File: src/design/assert_macros.svh
// Assertion macros shared by the leased event queue RTL.
// Depends on nothing; simulation builds get checks, synthesis builds get empty bodies.
`ifndef ASSERT_MACROS_SVH
`define ASSERT_MACROS_SVH

`ifndef SYNTHESIS

// Check that a condition implies another in the same cycle
`define LEQ_ASSERT_SAME(label, clk, rst_n, ante, cons) \
    label: assert property (@(posedge clk) disable iff (!rst_n) (ante) |-> (cons)) \
        else $error("leq assertion failed");

// Check that a condition implies another in the next cycle
`define LEQ_ASSERT_NEXT(label, clk, rst_n, ante, cons) \
    label: assert property (@(posedge clk) disable iff (!rst_n) (ante) |=> (cons)) \
        else $error("leq assertion failed");

`else

`define LEQ_ASSERT_SAME(label, clk, rst_n, ante, cons)
`define LEQ_ASSERT_NEXT(label, clk, rst_n, ante, cons)

`endif

`endif

File: src/design/leq_pkg.sv
// Shared types, constants and codes for the leased event queue.
// Used by every module and interface of the block; depends on nothing.
package leq_pkg;

    // Ring geometry
    localparam int QUEUE_DEPTH = 12;
    localparam int MAX_OUT     = 12;
    localparam int CAP_MAX     = (QUEUE_DEPTH < MAX_OUT) ? QUEUE_DEPTH : MAX_OUT;
    localparam int IDX_W       = $clog2(QUEUE_DEPTH);
    localparam int CNT_W       = $clog2(QUEUE_DEPTH + 1);
    localparam int SUM_W       = CNT_W + 1;
    localparam int LIM_W       = $clog2(MAX_OUT + 1);

    // Field widths
    localparam int OP_W     = 3;
    localparam int TIME_W   = 32;
    localparam int SCORE_W  = 8;
    localparam int REQ_W    = 8;
    localparam int STATUS_W = 2;
    localparam int SEC_W    = 16;
    localparam int CAP_W    = 4;

    // Configuration port
    localparam int NUM_REGS = 4;
    localparam int ADDR_W   = $clog2(4 * NUM_REGS);
    localparam int DATA_W   = 32;

    // Register reset values
    localparam logic             ALARMS_RESET = 1'b1;
    localparam logic [SEC_W-1:0] LEASE_RESET  = 16'd3600;
    localparam logic [SEC_W-1:0] IDLE_RESET   = 16'd120;
    localparam logic [CAP_W-1:0] CAP_RESET    = 4'd6;

    typedef enum logic [1:0] {
        REG_ALARMS = 2'd0,
        REG_LEASE  = 2'd1,
        REG_IDLE   = 2'd2,
        REG_CAP    = 2'd3
    } reg_idx_t;

    typedef enum logic [OP_W-1:0] {
        OP_MOTION = 3'd0,
        OP_CREATE = 3'd1,
        OP_PULL   = 3'd2,
        OP_RENEW  = 3'd3,
        OP_UNSUB  = 3'd4
    } op_t;

    typedef enum logic [STATUS_W-1:0] {
        ST_OK       = 2'd0,
        ST_NO_LEASE = 2'd1,
        ST_DISABLED = 2'd2
    } status_t;

    typedef enum logic [1:0] {
        S_IDLE,
        S_EVAL,
        S_READ,
        S_EMIT
    } ctrl_state_t;

    typedef struct packed {
        logic             alarms_enabled;
        logic [SEC_W-1:0] lease_seconds;
        logic [SEC_W-1:0] idle_timeout_seconds;
        logic [CAP_W-1:0] pull_cap;
    } cfg_t;

    typedef struct packed {
        logic               active;
        logic [SCORE_W-1:0] score;
        logic [TIME_W-1:0]  stamp;
    } entry_t;

    // Controller to datapath
    typedef struct packed {
        logic capture;
        logic eval;
        logic rd;
        logic emit;
    } dp_cmd_t;

    // Datapath to controller
    typedef struct packed {
        logic out_free;
        logic drain;
        logic last_emit;
    } dp_stat_t;

    typedef struct packed {
        logic [STATUS_W-1:0] status;
        logic                has_event;
        logic                event_active_out;
        logic [SCORE_W-1:0]  event_score_out;
        logic [TIME_W-1:0]   event_time;
        logic [TIME_W-1:0]   termination_time;
        logic                replaced_previous;
        logic                overwrote_oldest;
        logic                last;
    } result_t;

endpackage

File: src/design/leq_if.sv
// Valid/ready channel interfaces for the leased event queue input and result beats.
// Depends on leq_pkg for field widths.
interface leq_in_if;
    logic                         valid;
    logic                         ready;
    logic [leq_pkg::OP_W-1:0]     operation;
    logic [leq_pkg::TIME_W-1:0]   current_time;
    logic                         event_active;
    logic [leq_pkg::SCORE_W-1:0]  event_score;
    logic [leq_pkg::REQ_W-1:0]    requested_limit;

    modport source (
        output valid, operation, current_time, event_active, event_score, requested_limit,
        input  ready
    );
    modport sink (
        input  valid, operation, current_time, event_active, event_score, requested_limit,
        output ready
    );
endinterface

interface leq_out_if;
    logic                         valid;
    logic                         ready;
    logic [leq_pkg::STATUS_W-1:0] status;
    logic                         has_event;
    logic                         event_active_out;
    logic [leq_pkg::SCORE_W-1:0]  event_score_out;
    logic [leq_pkg::TIME_W-1:0]   event_time;
    logic [leq_pkg::TIME_W-1:0]   termination_time;
    logic                         replaced_previous;
    logic                         overwrote_oldest;
    logic                         last;

    modport source (
        output valid, status, has_event, event_active_out, event_score_out, event_time,
               termination_time, replaced_previous, overwrote_oldest, last,
        input  ready
    );
    modport sink (
        input  valid, status, has_event, event_active_out, event_score_out, event_time,
               termination_time, replaced_previous, overwrote_oldest, last,
        output ready
    );
endinterface

File: src/design/leq_cfg.sv
// Configuration register file behind the APB-style port.
// Depends on leq_pkg for register layout and reset values.
module leq_cfg (
    input  logic                         clk,
    input  logic                         rst_n,
    input  logic                         psel,
    input  logic                         penable,
    input  logic                         pwrite,
    input  logic [leq_pkg::ADDR_W-1:0]   paddr,
    input  logic [leq_pkg::DATA_W-1:0]   pwdata,
    output logic [leq_pkg::DATA_W-1:0]   prdata,
    output logic                         pready,
    output leq_pkg::cfg_t                cfg
);

    leq_pkg::cfg_t     cfg_reg;
    leq_pkg::cfg_t     cfg_next;
    leq_pkg::reg_idx_t idx;
    logic              wr;

    assign pready = 1'b1;
    assign wr     = psel && penable && pwrite && pready;
    assign idx    = leq_pkg::reg_idx_t'(paddr[leq_pkg::ADDR_W-1:2]);
    assign cfg    = cfg_reg;

    // Pick the register addressed by the write
    always_comb
    begin
        cfg_next = cfg_reg;
        if (wr)
        begin
            unique case (idx)
                leq_pkg::REG_ALARMS: cfg_next.alarms_enabled = pwdata[0];
                leq_pkg::REG_LEASE:
                    cfg_next.lease_seconds = pwdata[leq_pkg::SEC_W-1:0];
                leq_pkg::REG_IDLE:
                    cfg_next.idle_timeout_seconds = pwdata[leq_pkg::SEC_W-1:0];
                leq_pkg::REG_CAP:    cfg_next.pull_cap = pwdata[leq_pkg::CAP_W-1:0];
            endcase
        end
    end

    // Return the addressed register, zero-extended
    always_comb
    begin
        unique case (idx)
            leq_pkg::REG_ALARMS:
                prdata = leq_pkg::DATA_W'(cfg_reg.alarms_enabled);
            leq_pkg::REG_LEASE:
                prdata = leq_pkg::DATA_W'(cfg_reg.lease_seconds);
            leq_pkg::REG_IDLE:
                prdata = leq_pkg::DATA_W'(cfg_reg.idle_timeout_seconds);
            leq_pkg::REG_CAP:
                prdata = leq_pkg::DATA_W'(cfg_reg.pull_cap);
        endcase
    end

    always_ff @(posedge clk or negedge rst_n)
    begin
        if (!rst_n)
        begin
            cfg_reg.alarms_enabled       <= leq_pkg::ALARMS_RESET;
            cfg_reg.lease_seconds        <= leq_pkg::LEASE_RESET;
            cfg_reg.idle_timeout_seconds <= leq_pkg::IDLE_RESET;
            cfg_reg.pull_cap             <= leq_pkg::CAP_RESET;
        end
        else
        begin
            cfg_reg <= cfg_next;
        end
    end

endmodule

File: src/design/leq_ctrl.sv
// Controller state machine: sequences capture, evaluation and ring drain.
// Depends on leq_pkg for the state enum and the command/status structs.
module leq_ctrl (
    input  logic                clk,
    input  logic                rst_n,
    input  logic                in_valid,
    output logic                in_ready,
    input  leq_pkg::dp_stat_t   stat,
    output leq_pkg::dp_cmd_t    cmd
);

    leq_pkg::ctrl_state_t state_reg;
    leq_pkg::ctrl_state_t state_next;

    // Next state
    always_comb
    begin
        state_next = state_reg;
        unique case (state_reg)
            leq_pkg::S_IDLE:
            begin
                if (in_valid)
                    state_next = leq_pkg::S_EVAL;
            end
            leq_pkg::S_EVAL:
            begin
                if (stat.out_free)
                    state_next = stat.drain ? leq_pkg::S_READ : leq_pkg::S_IDLE;
            end
            leq_pkg::S_READ:
                state_next = leq_pkg::S_EMIT;
            leq_pkg::S_EMIT:
            begin
                if (stat.out_free)
                    state_next = stat.last_emit ? leq_pkg::S_IDLE : leq_pkg::S_READ;
            end
            default:
                state_next = leq_pkg::S_IDLE;
        endcase
    end

    // Commands to the datapath
    always_comb
    begin
        in_ready    = (state_reg == leq_pkg::S_IDLE);
        cmd.capture = (state_reg == leq_pkg::S_IDLE) && in_valid;
        cmd.eval    = (state_reg == leq_pkg::S_EVAL) && stat.out_free;
        cmd.rd      = (state_reg == leq_pkg::S_READ);
        cmd.emit    = (state_reg == leq_pkg::S_EMIT) && stat.out_free;
    end

    always_ff @(posedge clk or negedge rst_n)
    begin
        if (!rst_n)
            state_reg <= leq_pkg::S_IDLE;
        else
            state_reg <= state_next;
    end

endmodule

File: src/design/leq_dp.sv
// Datapath: lease registers, event ring memory, pull drain counter, result register.
// Depends on leq_pkg; driven by commands from leq_ctrl.
module leq_dp (
    input  logic                          clk,
    input  logic                          rst_n,
    input  leq_pkg::cfg_t                 cfg,
    input  leq_pkg::dp_cmd_t              cmd,
    output leq_pkg::dp_stat_t             stat,
    input  logic [leq_pkg::OP_W-1:0]      in_operation,
    input  logic [leq_pkg::TIME_W-1:0]    in_current_time,
    input  logic                          in_event_active,
    input  logic [leq_pkg::SCORE_W-1:0]   in_event_score,
    input  logic [leq_pkg::REQ_W-1:0]     in_requested_limit,
    output logic                          out_valid,
    input  logic                          out_ready,
    output leq_pkg::result_t              out_res
);

    localparam int QD = leq_pkg::QUEUE_DEPTH;

    // Captured input beat
    logic [leq_pkg::OP_W-1:0]    op_reg;
    logic [leq_pkg::TIME_W-1:0]  now_reg;
    logic                        act_reg;
    logic [leq_pkg::SCORE_W-1:0] score_reg;
    logic [leq_pkg::REQ_W-1:0]   req_reg;

    // Lease and ring state
    logic                        lease_valid_reg, lease_valid_next;
    logic [leq_pkg::TIME_W-1:0]  lease_end_reg, lease_end_next;
    logic [leq_pkg::TIME_W-1:0]  last_pull_reg, last_pull_next;
    logic [leq_pkg::IDX_W-1:0]   head_reg, head_next;
    logic [leq_pkg::CNT_W-1:0]   count_reg, count_next;
    logic [leq_pkg::LIM_W-1:0]   remain_reg, remain_next;

    // Ring memory
    leq_pkg::entry_t             ring_mem [QD];
    leq_pkg::entry_t             rd_reg;
    leq_pkg::entry_t             wr_entry;
    logic                        mem_we;
    logic [leq_pkg::IDX_W-1:0]   waddr;

    // Result register
    logic                        out_valid_reg, out_valid_next;
    leq_pkg::result_t            res_reg;
    leq_pkg::result_t            res_next;
    logic                        load;

    // Evaluation terms
    logic [leq_pkg::TIME_W:0]    end_sum;
    logic [leq_pkg::TIME_W-1:0]  sat_end;
    logic [leq_pkg::TIME_W-1:0]  gap;
    logic                        alive;
    logic                        full;
    logic [leq_pkg::SUM_W-1:0]   hc_sum;
    logic [leq_pkg::SUM_W-1:0]   hc_wrap;
    logic [leq_pkg::IDX_W:0]     head_inc;
    logic [leq_pkg::IDX_W-1:0]   head_adv;
    logic [leq_pkg::LIM_W-1:0]   cap_eff;
    logic [leq_pkg::LIM_W-1:0]   limit;
    logic                        op_known;
    logic                        has_result;

    // Saturated lease end
    assign end_sum = {1'b0, now_reg} + (leq_pkg::TIME_W + 1)'(cfg.lease_seconds);
    assign sat_end = end_sum[leq_pkg::TIME_W] ? '1 : end_sum[leq_pkg::TIME_W-1:0];

    // Lease check: end time and idle gap
    assign gap   = (now_reg >= last_pull_reg) ? (now_reg - last_pull_reg) : '0;
    assign alive = lease_valid_reg && !(now_reg > lease_end_reg)
                   && !(gap > leq_pkg::TIME_W'(cfg.idle_timeout_seconds));

    // Ring write slot; a full ring overwrites its head
    assign full    = (count_reg >= leq_pkg::CNT_W'(QD));
    assign hc_sum  = leq_pkg::SUM_W'(head_reg) + leq_pkg::SUM_W'(count_reg);
    assign hc_wrap = (hc_sum >= leq_pkg::SUM_W'(QD)) ? (hc_sum - leq_pkg::SUM_W'(QD)) : hc_sum;
    assign waddr   = full ? head_reg : hc_wrap[leq_pkg::IDX_W-1:0];

    // Head advanced by one with wrap
    assign head_inc = (leq_pkg::IDX_W + 1)'(head_reg) + 1'b1;
    assign head_adv = (head_inc == (leq_pkg::IDX_W + 1)'(QD)) ? '0
                                                              : head_inc[leq_pkg::IDX_W-1:0];

    // Clamp the cap, then apply the requested limit
    always_comb
    begin
        if (cfg.pull_cap == '0)
            cap_eff = leq_pkg::LIM_W'(1);
        else if (leq_pkg::LIM_W'(cfg.pull_cap) > leq_pkg::LIM_W'(leq_pkg::CAP_MAX))
            cap_eff = leq_pkg::LIM_W'(leq_pkg::CAP_MAX);
        else
            cap_eff = leq_pkg::LIM_W'(cfg.pull_cap);
        if (req_reg == '0 || req_reg >= leq_pkg::REQ_W'(cap_eff))
            limit = cap_eff;
        else
            limit = req_reg[leq_pkg::LIM_W-1:0];
    end

    assign op_known   = (op_reg <= leq_pkg::OP_W'(leq_pkg::OP_UNSUB));
    assign stat.drain = (op_reg == leq_pkg::OP_PULL) && alive && (count_reg != '0);
    assign has_result = op_known && !stat.drain;
    assign stat.last_emit = (remain_reg == leq_pkg::LIM_W'(1))
                            || (count_reg == leq_pkg::CNT_W'(1));
    assign stat.out_free  = !out_valid_reg || out_ready;
    assign load = (cmd.eval && has_result) || cmd.emit;

    assign wr_entry.active = act_reg;
    assign wr_entry.score  = score_reg;
    assign wr_entry.stamp  = now_reg;

    // Evaluate one operation or hand out one ring entry
    always_comb
    begin
        lease_valid_next = lease_valid_reg;
        lease_end_next   = lease_end_reg;
        last_pull_next   = last_pull_reg;
        head_next        = head_reg;
        count_next       = count_reg;
        remain_next      = remain_reg;
        mem_we           = 1'b0;
        res_next         = '0;
        res_next.status  = leq_pkg::ST_OK;
        res_next.last    = 1'b1;

        if (cmd.eval)
        begin
            unique case (op_reg)
                leq_pkg::OP_MOTION:
                begin
                    if (!cfg.alarms_enabled)
                        res_next.status = leq_pkg::ST_DISABLED;
                    else if (!lease_valid_reg)
                        res_next.status = leq_pkg::ST_NO_LEASE;
                    else
                    begin
                        mem_we = 1'b1;
                        res_next.overwrote_oldest = full;
                        if (full)
                        begin
                            head_next  = head_adv;
                            count_next = leq_pkg::CNT_W'(QD);
                        end
                        else
                            count_next = count_reg + 1'b1;
                    end
                end
                leq_pkg::OP_CREATE:
                begin
                    res_next.replaced_previous = lease_valid_reg;
                    res_next.termination_time  = sat_end;
                    lease_valid_next = 1'b1;
                    lease_end_next   = sat_end;
                    last_pull_next   = now_reg;
                    head_next        = '0;
                    count_next       = '0;
                end
                leq_pkg::OP_PULL:
                begin
                    if (!alive)
                    begin
                        lease_valid_next = 1'b0;
                        res_next.status  = leq_pkg::ST_NO_LEASE;
                    end
                    else
                    begin
                        last_pull_next = now_reg;
                        remain_next    = limit;
                        res_next.termination_time = lease_end_reg;
                    end
                end
                leq_pkg::OP_RENEW:
                begin
                    if (!alive)
                    begin
                        lease_valid_next = 1'b0;
                        res_next.status  = leq_pkg::ST_NO_LEASE;
                    end
                    else
                    begin
                        lease_end_next = sat_end;
                        res_next.termination_time = sat_end;
                    end
                end
                leq_pkg::OP_UNSUB:
                    lease_valid_next = 1'b0;
                default:
                    res_next.last = 1'b1;
            endcase
        end
        else if (cmd.emit)
        begin
            head_next   = head_adv;
            count_next  = count_reg - 1'b1;
            remain_next = remain_reg - 1'b1;
            res_next.has_event        = 1'b1;
            res_next.event_active_out = rd_reg.active;
            res_next.event_score_out  = rd_reg.score;
            res_next.event_time       = rd_reg.stamp;
            res_next.termination_time = lease_end_reg;
            res_next.last             = stat.last_emit;
        end
    end

    // Hold the result until the sink takes it
    always_comb
    begin
        if (load)
            out_valid_next = 1'b1;
        else if (out_ready)
            out_valid_next = 1'b0;
        else
            out_valid_next = out_valid_reg;
    end

    assign out_valid = out_valid_reg;
    assign out_res   = res_reg;

    // Control state
    always_ff @(posedge clk or negedge rst_n)
    begin
        if (!rst_n)
        begin
            lease_valid_reg <= 1'b0;
            lease_end_reg   <= '0;
            last_pull_reg   <= '0;
            head_reg        <= '0;
            count_reg       <= '0;
            remain_reg      <= '0;
            out_valid_reg   <= 1'b0;
        end
        else
        begin
            lease_valid_reg <= lease_valid_next;
            lease_end_reg   <= lease_end_next;
            last_pull_reg   <= last_pull_next;
            head_reg        <= head_next;
            count_reg       <= count_next;
            remain_reg      <= remain_next;
            out_valid_reg   <= out_valid_next;
        end
    end

    // Payload registers: captured beat and result
    always_ff @(posedge clk)
    begin
        if (cmd.capture)
        begin
            op_reg    <= in_operation;
            now_reg   <= in_current_time;
            act_reg   <= in_event_active;
            score_reg <= in_event_score;
            req_reg   <= in_requested_limit;
        end
        if (load)
            res_reg <= res_next;
    end

    // Ring memory: one write port, one registered read port
    always_ff @(posedge clk)
    begin
        if (mem_we)
            ring_mem[waddr] <= wr_entry;
        if (cmd.rd)
            rd_reg <= ring_mem[head_reg];
    end

endmodule

File: src/design/leased_event_queue_unit.sv
// Leased event queue: one item is accepted, then evaluated once the result register is free.
// An accepted item is captured, then evaluated into the registered result; a pull that
// drains the ring emits its events after that, each by a read step and then an emit step,
// set by the single registered read port of the ring memory. No new item is accepted until then.
// Reset (rst_n low, asynchronous) clears lease, ring pointers and handshake state;
// ring contents are not cleared and no clearing pass runs, so items are taken at once.
`include "assert_macros.svh"

module leased_event_queue_unit (
    input  logic                        clk,
    input  logic                        rst_n,
    leq_in_if.sink                      in_ch,
    leq_out_if.source                   out_ch,
    input  logic                        psel,
    input  logic                        penable,
    input  logic                        pwrite,
    input  logic [leq_pkg::ADDR_W-1:0]  paddr,
    input  logic [leq_pkg::DATA_W-1:0]  pwdata,
    output logic [leq_pkg::DATA_W-1:0]  prdata,
    output logic                        pready
);

    leq_pkg::cfg_t     cfg;
    leq_pkg::dp_cmd_t  cmd;
    leq_pkg::dp_stat_t stat;
    leq_pkg::result_t  res;
    logic              in_ready;

    leq_cfg u_cfg (
        .clk     (clk),
        .rst_n   (rst_n),
        .psel    (psel),
        .penable (penable),
        .pwrite  (pwrite),
        .paddr   (paddr),
        .pwdata  (pwdata),
        .prdata  (prdata),
        .pready  (pready),
        .cfg     (cfg)
    );

    leq_ctrl u_ctrl (
        .clk      (clk),
        .rst_n    (rst_n),
        .in_valid (in_ch.valid),
        .in_ready (in_ready),
        .stat     (stat),
        .cmd      (cmd)
    );

    leq_dp u_dp (
        .clk                (clk),
        .rst_n              (rst_n),
        .cfg                (cfg),
        .cmd                (cmd),
        .stat               (stat),
        .in_operation       (in_ch.operation),
        .in_current_time    (in_ch.current_time),
        .in_event_active    (in_ch.event_active),
        .in_event_score     (in_ch.event_score),
        .in_requested_limit (in_ch.requested_limit),
        .out_valid          (out_ch.valid),
        .out_ready          (out_ch.ready),
        .out_res            (res)
    );

    // Drive the channels
    assign in_ch.ready              = in_ready;
    assign out_ch.status            = res.status;
    assign out_ch.has_event         = res.has_event;
    assign out_ch.event_active_out  = res.event_active_out;
    assign out_ch.event_score_out   = res.event_score_out;
    assign out_ch.event_time        = res.event_time;
    assign out_ch.termination_time  = res.termination_time;
    assign out_ch.replaced_previous = res.replaced_previous;
    assign out_ch.overwrote_oldest  = res.overwrote_oldest;
    assign out_ch.last              = res.last;

    // An accepted beat blocks further input until it is evaluated
    `LEQ_ASSERT_NEXT(a_accept_busy, clk, rst_n, in_ch.valid && in_ready, !in_ready)
    // A ring read is always followed by an emit step, never by new input
    `LEQ_ASSERT_NEXT(a_read_busy, clk, rst_n, cmd.rd, !in_ready)
    // A ring entry is emitted only into a free result register
    `LEQ_ASSERT_SAME(a_emit_free, clk, rst_n, cmd.emit, stat.out_free)
    // The controller issues at most one command per cycle
    `LEQ_ASSERT_SAME(a_cmd_onehot, clk, rst_n, 1'b1,
                     $onehot0({cmd.capture, cmd.eval, cmd.rd, cmd.emit}))

endmodule
File: src/flat_wrapper.sv
// flat-port wrapper written by rule: the top's interface ports become plain ports
module leased_event_queue_unit_flat 
  (clk, rst_n, psel, penable, pwrite, paddr, pwdata, prdata, pready, in_ch_valid, in_ch_operation, in_ch_current_time, in_ch_event_active, in_ch_event_score, in_ch_requested_limit, in_ch_ready, out_ch_valid, out_ch_status, out_ch_has_event, out_ch_event_active_out, out_ch_event_score_out, out_ch_event_time, out_ch_termination_time, out_ch_replaced_previous, out_ch_overwrote_oldest, out_ch_last, out_ch_ready);
  leq_in_if in_ch_i ();
  leq_out_if out_ch_i ();
  input  logic clk;
  input  logic rst_n;
  input  logic psel;
  input  logic penable;
  input  logic pwrite;
  input  logic [leq_pkg::ADDR_W-1:0] paddr;
  input  logic [leq_pkg::DATA_W-1:0] pwdata;
  output logic [leq_pkg::DATA_W-1:0] prdata;
  output logic pready;
  input wire logic [$bits(in_ch_i.valid)-1:0] in_ch_valid;
  input wire logic [$bits(in_ch_i.operation)-1:0] in_ch_operation;
  input wire logic [$bits(in_ch_i.current_time)-1:0] in_ch_current_time;
  input wire logic [$bits(in_ch_i.event_active)-1:0] in_ch_event_active;
  input wire logic [$bits(in_ch_i.event_score)-1:0] in_ch_event_score;
  input wire logic [$bits(in_ch_i.requested_limit)-1:0] in_ch_requested_limit;
  output wire logic [$bits(in_ch_i.ready)-1:0] in_ch_ready;
  output wire logic [$bits(out_ch_i.valid)-1:0] out_ch_valid;
  output wire logic [$bits(out_ch_i.status)-1:0] out_ch_status;
  output wire logic [$bits(out_ch_i.has_event)-1:0] out_ch_has_event;
  output wire logic [$bits(out_ch_i.event_active_out)-1:0] out_ch_event_active_out;
  output wire logic [$bits(out_ch_i.event_score_out)-1:0] out_ch_event_score_out;
  output wire logic [$bits(out_ch_i.event_time)-1:0] out_ch_event_time;
  output wire logic [$bits(out_ch_i.termination_time)-1:0] out_ch_termination_time;
  output wire logic [$bits(out_ch_i.replaced_previous)-1:0] out_ch_replaced_previous;
  output wire logic [$bits(out_ch_i.overwrote_oldest)-1:0] out_ch_overwrote_oldest;
  output wire logic [$bits(out_ch_i.last)-1:0] out_ch_last;
  input wire logic [$bits(out_ch_i.ready)-1:0] out_ch_ready;
  assign in_ch_i.valid = in_ch_valid;
  assign in_ch_i.operation = in_ch_operation;
  assign in_ch_i.current_time = in_ch_current_time;
  assign in_ch_i.event_active = in_ch_event_active;
  assign in_ch_i.event_score = in_ch_event_score;
  assign in_ch_i.requested_limit = in_ch_requested_limit;
  assign in_ch_ready = in_ch_i.ready;
  assign out_ch_valid = out_ch_i.valid;
  assign out_ch_status = out_ch_i.status;
  assign out_ch_has_event = out_ch_i.has_event;
  assign out_ch_event_active_out = out_ch_i.event_active_out;
  assign out_ch_event_score_out = out_ch_i.event_score_out;
  assign out_ch_event_time = out_ch_i.event_time;
  assign out_ch_termination_time = out_ch_i.termination_time;
  assign out_ch_replaced_previous = out_ch_i.replaced_previous;
  assign out_ch_overwrote_oldest = out_ch_i.overwrote_oldest;
  assign out_ch_last = out_ch_i.last;
  assign out_ch_i.ready = out_ch_ready;
  leased_event_queue_unit u_core (.clk(clk), .rst_n(rst_n), .in_ch(in_ch_i), .out_ch(out_ch_i), .psel(psel), .penable(penable), .pwrite(pwrite), .paddr(paddr), .pwdata(pwdata), .prdata(prdata), .pready(pready));
endmodule
File: config.mk
export PLATFORM = sky130hd
export DESIGN_NAME = leased_event_queue_unit_flat
export DESIGN_NICKNAME = d
export VERILOG_FILES = /design/src/design/leq_pkg.sv /design/src/design/leq_if.sv /design/src/design/leq_cfg.sv /design/src/design/leq_ctrl.sv /design/src/design/leq_dp.sv /design/src/design/leased_event_queue_unit.sv /design/src/flat_wrapper.sv
export VERILOG_INCLUDE_DIRS = /design/src /design/src/design
export SDC_FILE = /design/constraint.sdc
export NUM_CORES = 1
export LEC_CHECK = 0
export BUFFER_PORTS_ARGS = -buffer_cell sky130_fd_sc_hd__buf_2
export CAP_MARGIN = 10
export CELL_PAD_IN_SITES_DETAIL_PLACEMENT = 0
export CELL_PAD_IN_SITES_GLOBAL_PLACEMENT = 1
export CORE_ASPECT_RATIO = 1.1
export CORE_UTILIZATION = 47
export DETAILED_ROUTE_END_ITERATION = 10
export GPL_TIMING_DRIVEN = 0
export PLACE_DENSITY = 0.84
export SYNTH_ARGS = -nofsm -noshare
export SYNTH_HDL_FRONTEND = slang
export SYNTH_HIERARCHICAL = 1
export SYNTH_SLANG_ARGS = --single-unit
File: constraint.sdc
create_clock -name clk -period 10.4 [get_ports clk]
set_input_delay 1.04 -clock clk [delete_from_list [all_inputs] [get_ports clk]]
set_output_delay 1.04 -clock clk [all_outputs]
set_load 0.03 [all_outputs]
==> impl_metrics.env, run 1 <==
export IMPL_status="finished clean"
export IMPL_fmax_mhz=123
export IMPL_layout_drive_gt1_share_pct=23.2
export IMPL_ys_async_sr_fraction_pct=15.0
export IMPL_rsz0062_at_grt="false"
export IMPL_leakagePower_nw=15.1
export IMPL_vias_per_cell=5.85
export IMPL_io_buffer_count=171
export IMPL_finalCriticalPeriod_ns=8.13
export IMPL_critPathMaxStageDelay_ns=0.67
export IMPL_clkSlewWorstSetupHoldPaths_ns=0.06
export IMPL_final_common_cell="edfxtp_1"
export IMPL_start_util_pct=47.6
export IMPL_grt_usage_pct=23.9
export IMPL_p_per_area_nw_per_um2=268
export IMPL_grt_max_degree=67
export IMPL_place_ws_ns=2.27
export IMPL_clock_latency_ns=0.64
export IMPL_synth_distinct_cells=91
export IMPL_num_rows=104
export IMPL_num_antenna_cells=0
export IMPL_largest_reg_flops=492
export IMPL_cts_resized=0
export IMPL_syn_inst=2253
export IMPL_fp_dieH_um=288
export IMPL_wl_per_cell_um=24.8
export IMPL_wirelength_um=88300
export IMPL_cts_tree="built"
export IMPL_cts_buffers=80
export IMPL_crit_path_frequent_cell="a211oi_1"
export IMPL_total_power_mw=10.8
export IMPL_setup_ws_ns=2.27
export IMPL_die_area_um2=75200
export IMPL_hpwlAfterDp_um=61200
export IMPL_grt_use_met1_pct=31.5
export IMPL_finalMaxSlewViolations=0
export IMPL_max_slew_margin_rel_pct=18.4
export IMPL_fillCellCount=5757
export IMPL_avgSynthCellArea_um2=15.5
export IMPL_cts_setup_buffers=0
export IMPL_arrival_ns=8.49
export IMPL_drv_cap=0
export IMPL_grt_pass1_wl_um=132000
export IMPL_io_pins=209
export IMPL_vdd_ir_drop_max_v=0.000171
export IMPL_hold_viol_final=0
export IMPL_first_pass_iters=5
export IMPL_required_ns=10.76
export IMPL_ys_seq_area_share_pct=65.7
export IMPL_crit_path_end_kind="register"
export IMPL_dp_cells=3421
export IMPL_synth_top_area_share_pct=57.2
export IMPL_setup_viol=0
export IMPL_fin_crit_sh_pct=78.1
export IMPL_first_iter_violations=1885
export IMPL_vias=20900
export IMPL_drcViolationCount=0
export IMPL_synth_edff_count=664
export IMPL_final_cell_mix="664 x edfxtp_1, 176 x buf_2, 124 x mux4_2, 115 x o21ai_0, 112 x nand2_1"
export IMPL_path_class="register to register"
export IMPL_netlist_area_um2=34800
export IMPL_antenna_found_initial=0
export IMPL_critical_path_max_fanout=21
export IMPL_grt_pass1_vias=21400
export IMPL_die_x_um=262
export IMPL_root_buffer="clkbuf_16"
export IMPL_grt_busiest_layer="met2"
export IMPL_fin_skew_ns=0.0379
export IMPL_htree_levels=3
export IMPL_synth_seq_cells=781
export IMPL_gp_congestion=0.888
export IMPL_clockBufferDepth=3
export IMPL_ys_flop_type="edfxtp_1"
export IMPL_worstMarginPinSlew_ns=1.22
export IMPL_synth_area_leaders="edfxtp_1 57%, mux4_2 8.0%, dfrtp_1 7.6%"
export IMPL_yosysTopAreaCell="edfxtp_1"
export IMPL_area_growth_pct=15.5
export IMPL_cp_start_kind="register"
export IMPL_yosys_warnings=6
export IMPL_hold_path_class="input port to async pin"
export IMPL_overflow=0
export IMPL_fp_coreArea_um2=73300
export IMPL_postCtsHoldBufs=0
export IMPL_cts_sinks=781
export IMPL_gr_usage_met2_pct=41.1
export IMPL_fin_cells=3566
export IMPL_layout_nets=2758
export IMPL_use_met3_pct=3.57
export IMPL_critPathSlowestCell="edfxtp_1"
export IMPL_ant_nets=0
==> Yosys cell counts (10+ instances only) <==
master     count
edfxtp_1     664
mux2_4        28
dfrtp_1      106
nor3_1        30
a21o_1        67
nand3_1       30
o21a_1        14
o2bb2ai_1     11
mux2i_1       50
xnor2_1       15
nand2_1      112
and3_1        58
buf_1         19
nor2_1        87
a211oi_1      18
xor2_1        18
o21ai_0      116
nand4_1       20
mux2_2        42
dfstp_2       11
ha_1         111
clkbuf_1      62
a31oi_1       10
buf_4         20
nor2b_1       12
mux4_2       124
a22o_1        17
inv_1        110
nand2b_1      20
a21oi_1       86
==> layout make-up <==
type	count	area (um^2)	share of cell area, %
flip-flops and latches	781	22900	56.9
multi-input cells	1260	11100	27.6
clock buffers	95	2110	5.25
repair buffers	199	1330	3.31
well taps	954	1190	2.97
clock inverters	50	597	1.48
plain buffers	116	589	1.47
inverters	111	417	1.04
==> cell families after synthesis <==
group,count (synthesis),share of synthesized area [%]
flops,781,65.7
xor+xnor,33,0.830
mux,244,12.0
fa+ha+maj,114,4.16
compound gates,423,8.05
other cells,2,0.0216
simple gates,429,6.35
buf+inv,227,2.89
==> power by group <==
| group | internal, mW | switching, mW | leakage (nW) |
|---|---|---|---|
| logic | 1.44 | 2.21 | 6.34 |
| registers | 3.86 | 0.341 | 7.46 |
| clock network | 1.70 | 1.23 | 1.32 |
| total | 7.00 | 3.78 | 15.1 |
==> per-stage QoR <==
| stage | hold slack [ns] | utilization (%) | cell area, um^2 | TNS (ns) |
|---|---|---|---|---|
| 4_1_cts | 0.382 | 54.9 | 40200 | 0 |
| 2_1_floorplan | 0.472 | - | 34900 | 0 |
| 6_report | 0.378 | 54.9 | 40200 | 0 |
| 3_3_place_gp | 0.486 | 50.4 | 36900 | -149.92 |
| 3_5_place_dp | 0.490 | 51.2 | 37500 | 0 |
| 5_1_grt | 0.400 | 54.9 | 40200 | 0 |
==> final timing paths <==
kind	start	endpoint	slack (ns)	depth (start not counted)
worst max-delay path	u_core/u_dp/now_reg[0]	u_core/u_dp/out_res[30]	2.27	26
worst min-delay path	rst_n	u_core/u_dp/lease_end_reg[21]	0.38	1
worst max register to register	u_core/u_dp/now_reg[0]	u_core/u_dp/out_res[30]	2.27	26
worst min register to register	u_core/u_dp/lease_end_reg[19]	u_core/u_dp/lease_end_reg[19]	0.50	1
max in group asynchronous	rst_n	u_core/u_cfg/cfg[30]	9.27	2
min in group clk	u_core/u_dp/lease_end_reg[19]	u_core/u_dp/lease_end_reg[19]	0.50	1
==> per-layer routing <==
layer | wire (um) | share of wire (%)
met1 | 35700 | 40
met2 | 44700 | 51
met3 | 5830 | 6.6
met4 | 2040 | 2.3
met5 | 0 | 0
==> worst max-delay path, delay by kind of cell (launching register included) <==
kind / cells / cell delay (ns)
adder cells (fa/ha/maj): 3 / 0.94
AO/OA/AOI/OAI: 12 / 3.57
AND/OR/NAND/NOR: 6 / 1.57
buffers and inverters: 5 / 1.07
flip-flops: 1 / 0.67
No activity file was read; power rests on OpenSTA's default activity.
==> run 2: changes to the inputs <==
ABC_AREA = 1   (was default)
CORE_UTILIZATION = 44   (was 47)
PLACE_DENSITY = 0.85   (was 0.84)
clock period = 6.65 ns   (was 10.4 ns; I/O delays follow)
==> impl_metrics.env, run 2 <==
export IMPL_status="finished clean"
export IMPL_vias_per_cell=5.45
export IMPL_first_iter_violations=2832
export IMPL_ys_async_sr_fraction_pct=15.0
export IMPL_synth_edff_count=664
export IMPL_clkSlewWorstSetupHoldPaths_ns=0.06
export IMPL_num_antenna_cells=0
export IMPL_synth_most_common_cell="nand2_1"
export IMPL_io_pins=209
export IMPL_drv_cap=0
export IMPL_finalMaxSlewViolations=0
export IMPL_wl_per_cell_um=21.1
export IMPL_max_slew_margin_rel_pct=31.9
export IMPL_wirelength_um=108000
export IMPL_clockBufferDepth=3
export IMPL_worstMarginPinSlew_ns=1.02
export IMPL_layout_nets=4223
export IMPL_area_growth_pct=15.7
export IMPL_critical_path_max_fanout=55
export IMPL_ys_flop_type="edfxtp_1"
export IMPL_start_util_pct=44.4
export IMPL_vias=28100
export IMPL_required_ns=6.98
export IMPL_num_rows=111
export IMPL_cts_tree="built"
export IMPL_htree_levels=3
export IMPL_synth_commonest_cells="725 x nand2_1, 664 x edfxtp_1, 516 x nor2_1"
export IMPL_finalCriticalPeriod_ns=6.09
export IMPL_largest_reg_flops=492
export IMPL_rsz0062_at_grt="false"
export IMPL_grt_max_degree=83
export IMPL_die_x_um=279
export IMPL_vdd_ir_drop_max_v=0.000224
export IMPL_setup_ws_ns=0.558
export IMPL_final_cell_mix="724 x nand2_1, 664 x edfxtp_1, 503 x nor2_1, 348 x inv_1, 347 x o21ai_0"
export IMPL_p_per_area_nw_per_um2=428
export IMPL_avgSynthCellArea_um2=10.1
export IMPL_synth_area_leaders="edfxtp_1 54%, nand2_1 7.4%, dfrtp_1 7.2%"
export IMPL_ys_seq_area_share_pct=61.8
export IMPL_setup_viol=0
export IMPL_dp_cells=4961
export IMPL_overflow=0
export IMPL_root_buffer="clkbuf_16"
export IMPL_yosysTopAreaCell="edfxtp_1"
export IMPL_synth_distinct_cells=53
export IMPL_cp_start_kind="register"
export IMPL_hpwlAfterDp_um=75200
export IMPL_hold_viol_final=0
export IMPL_grt_pass1_wl_um=161000
export IMPL_cts_buffers=81
export IMPL_fin_crit_sh_pct=91.6
export IMPL_leakagePower_nw=17.3
export IMPL_ant_nets=0
export IMPL_setup_tns_ns=0
export IMPL_path_class="register to register"
export IMPL_grt_usage_pct=25.3
export IMPL_total_power_mw=18.3
export IMPL_fp_dieH_um=306
export IMPL_arrival_ns=6.42
export IMPL_crit_path_end_kind="register"
export IMPL_drcViolationCount=0
export IMPL_fmax_mhz=164
export IMPL_layout_drive_gt1_share_pct=12.6
export IMPL_fp_coreArea_um2=83300
export IMPL_place_ws_ns=-0.0702
export IMPL_cts_resized=0
export IMPL_antenna_found_initial=0
export IMPL_synth_seq_cells=781
export IMPL_syn_inst=3679
export IMPL_grt_pass1_vias=26800
export IMPL_yosys_warnings=6
export IMPL_cts_sinks=781
export IMPL_fin_cells=5152
export IMPL_first_pass_iters=6
export IMPL_io_buffer_count=173
export IMPL_hold_path_class="input port to register"
export IMPL_die_area_um2=85300
export IMPL_synth_top_area_share_pct=53.9
export IMPL_netlist_area_um2=37000
export IMPL_clock_latency_ns=0.65
export IMPL_gp_congestion=0.905
export IMPL_fin_skew_ns=0.0210
export IMPL_final_common_cell="nand2_1"
[run 2: changes by cell type after synthesis, sizes merged, moves of 71 or more]
cell	previous run	this run
nand2	112	743
nor2	88	528
o21ai	117	380
inv	110	361
mux4	124	0
nand3	31	144
nand4	21	92
[run 2: worst paths after layout]
kind	start	to	slack, ns	cells after the start
setup / recovery	u_core/u_dp/now_reg[12]	u_core/u_dp/out_res[53]	0.56	25
hold / removal	in_ch_event_score[5]	u_core/u_dp/score_reg[5]	0.19	1
setup reg to reg	u_core/u_dp/now_reg[12]	u_core/u_dp/out_res[53]	0.56	25
hold reg to reg	u_core/u_cfg/cfg[10]	u_core/u_cfg/cfg[10]	0.48	2
max in group asynchronous	rst_n	u_core/u_cfg/cfg[10]	5.34	3
min in group asynchronous	rst_n	u_core/u_dp/remain_reg[3]	0.49	2
[run 2: critical path, stage by stage (launching register included)]
cell,delay (ns)
edfxtp_1,0.95
ha_1,0.44
nand2_1,0.17
nor2_2,0.08
a21oi_1,0.19
nand3_1,0.13
nand2_2,0.10
nand2_4,0.11
buf_6,0.18
inv_1,0.14
clkbuf_1,0.33
nor2_1,0.09
ha_1,0.30
nand2_1,0.06
inv_1,0.05
nand3_1,0.07
nor3_1,0.25
nand2_1,0.09
nand2_1,0.16
nand2_1,0.07
a21oi_1,0.36
buf_2,0.44
nand4_1,0.19
nand3b_1,0.20
nand2_4,0.25
buf_16,0.28
[run 2: area by class of cell]
class                      count  area [um^2]
fill                        7487        40500
timing repair buffer         238         1660
clock buffer                  99         2120
tap                         1073         1340
clock inverter                49          524
buffer                       175          870
inverter                     364         1370
sequential                   781        22900
multi-input combinational   2373        12100
[run 2: report_power, final]
part | switching, mW | leakage [nW] | total [mW] | internal (mW)
clock | 1.93 | 1.28 | 4.54 | 2.61
combinational | 5.15 | 8.61 | 7.33 | 2.19
sequential | 0.433 | 7.43 | 6.45 | 6.02
[run 2: cell families after synthesis]
logic type                 synth area share (%)
and+or+nand+nor                            17.7
AOI/OAI and AO/OA                          9.82
xor gates and xnor gates                  0.663
adders and majority gates                  3.92
DFF                                        61.8
buffers and inverters                      6.06
other                                    0.0203
[run 2: stage by stage]
stage	util, %	area (um^2)	hold slack, ns
2_1_floorplan	-	37100	0.369
3_3_place_gp	47.1	39300	0.459
3_5_place_dp	47.7	39800	0.470
4_1_cts	50.9	42500	0.160
5_1_grt	51.4	42800	0.175
6_report	51.4	42800	0.191
[run 2: what timing repair did]
| item | CTS | global route |
|---|---|---|
| setup endpoints to repair | 45 | 55 |
| endpoints found under the hold margin | 35 | 0 |
| buffers inserted | 3 | 40 |
| hold buffers | 1 | 0 |
| pin swaps | 0 | 0 |
[run 2: layer usage]
metal / global-route usage, % / routed length [um]
met5: 0 / 0
met4: 11.4 / 4400
met3: 3.32 / 8050
met2: 43.0 / 53100
met1: 32.2 / 42900
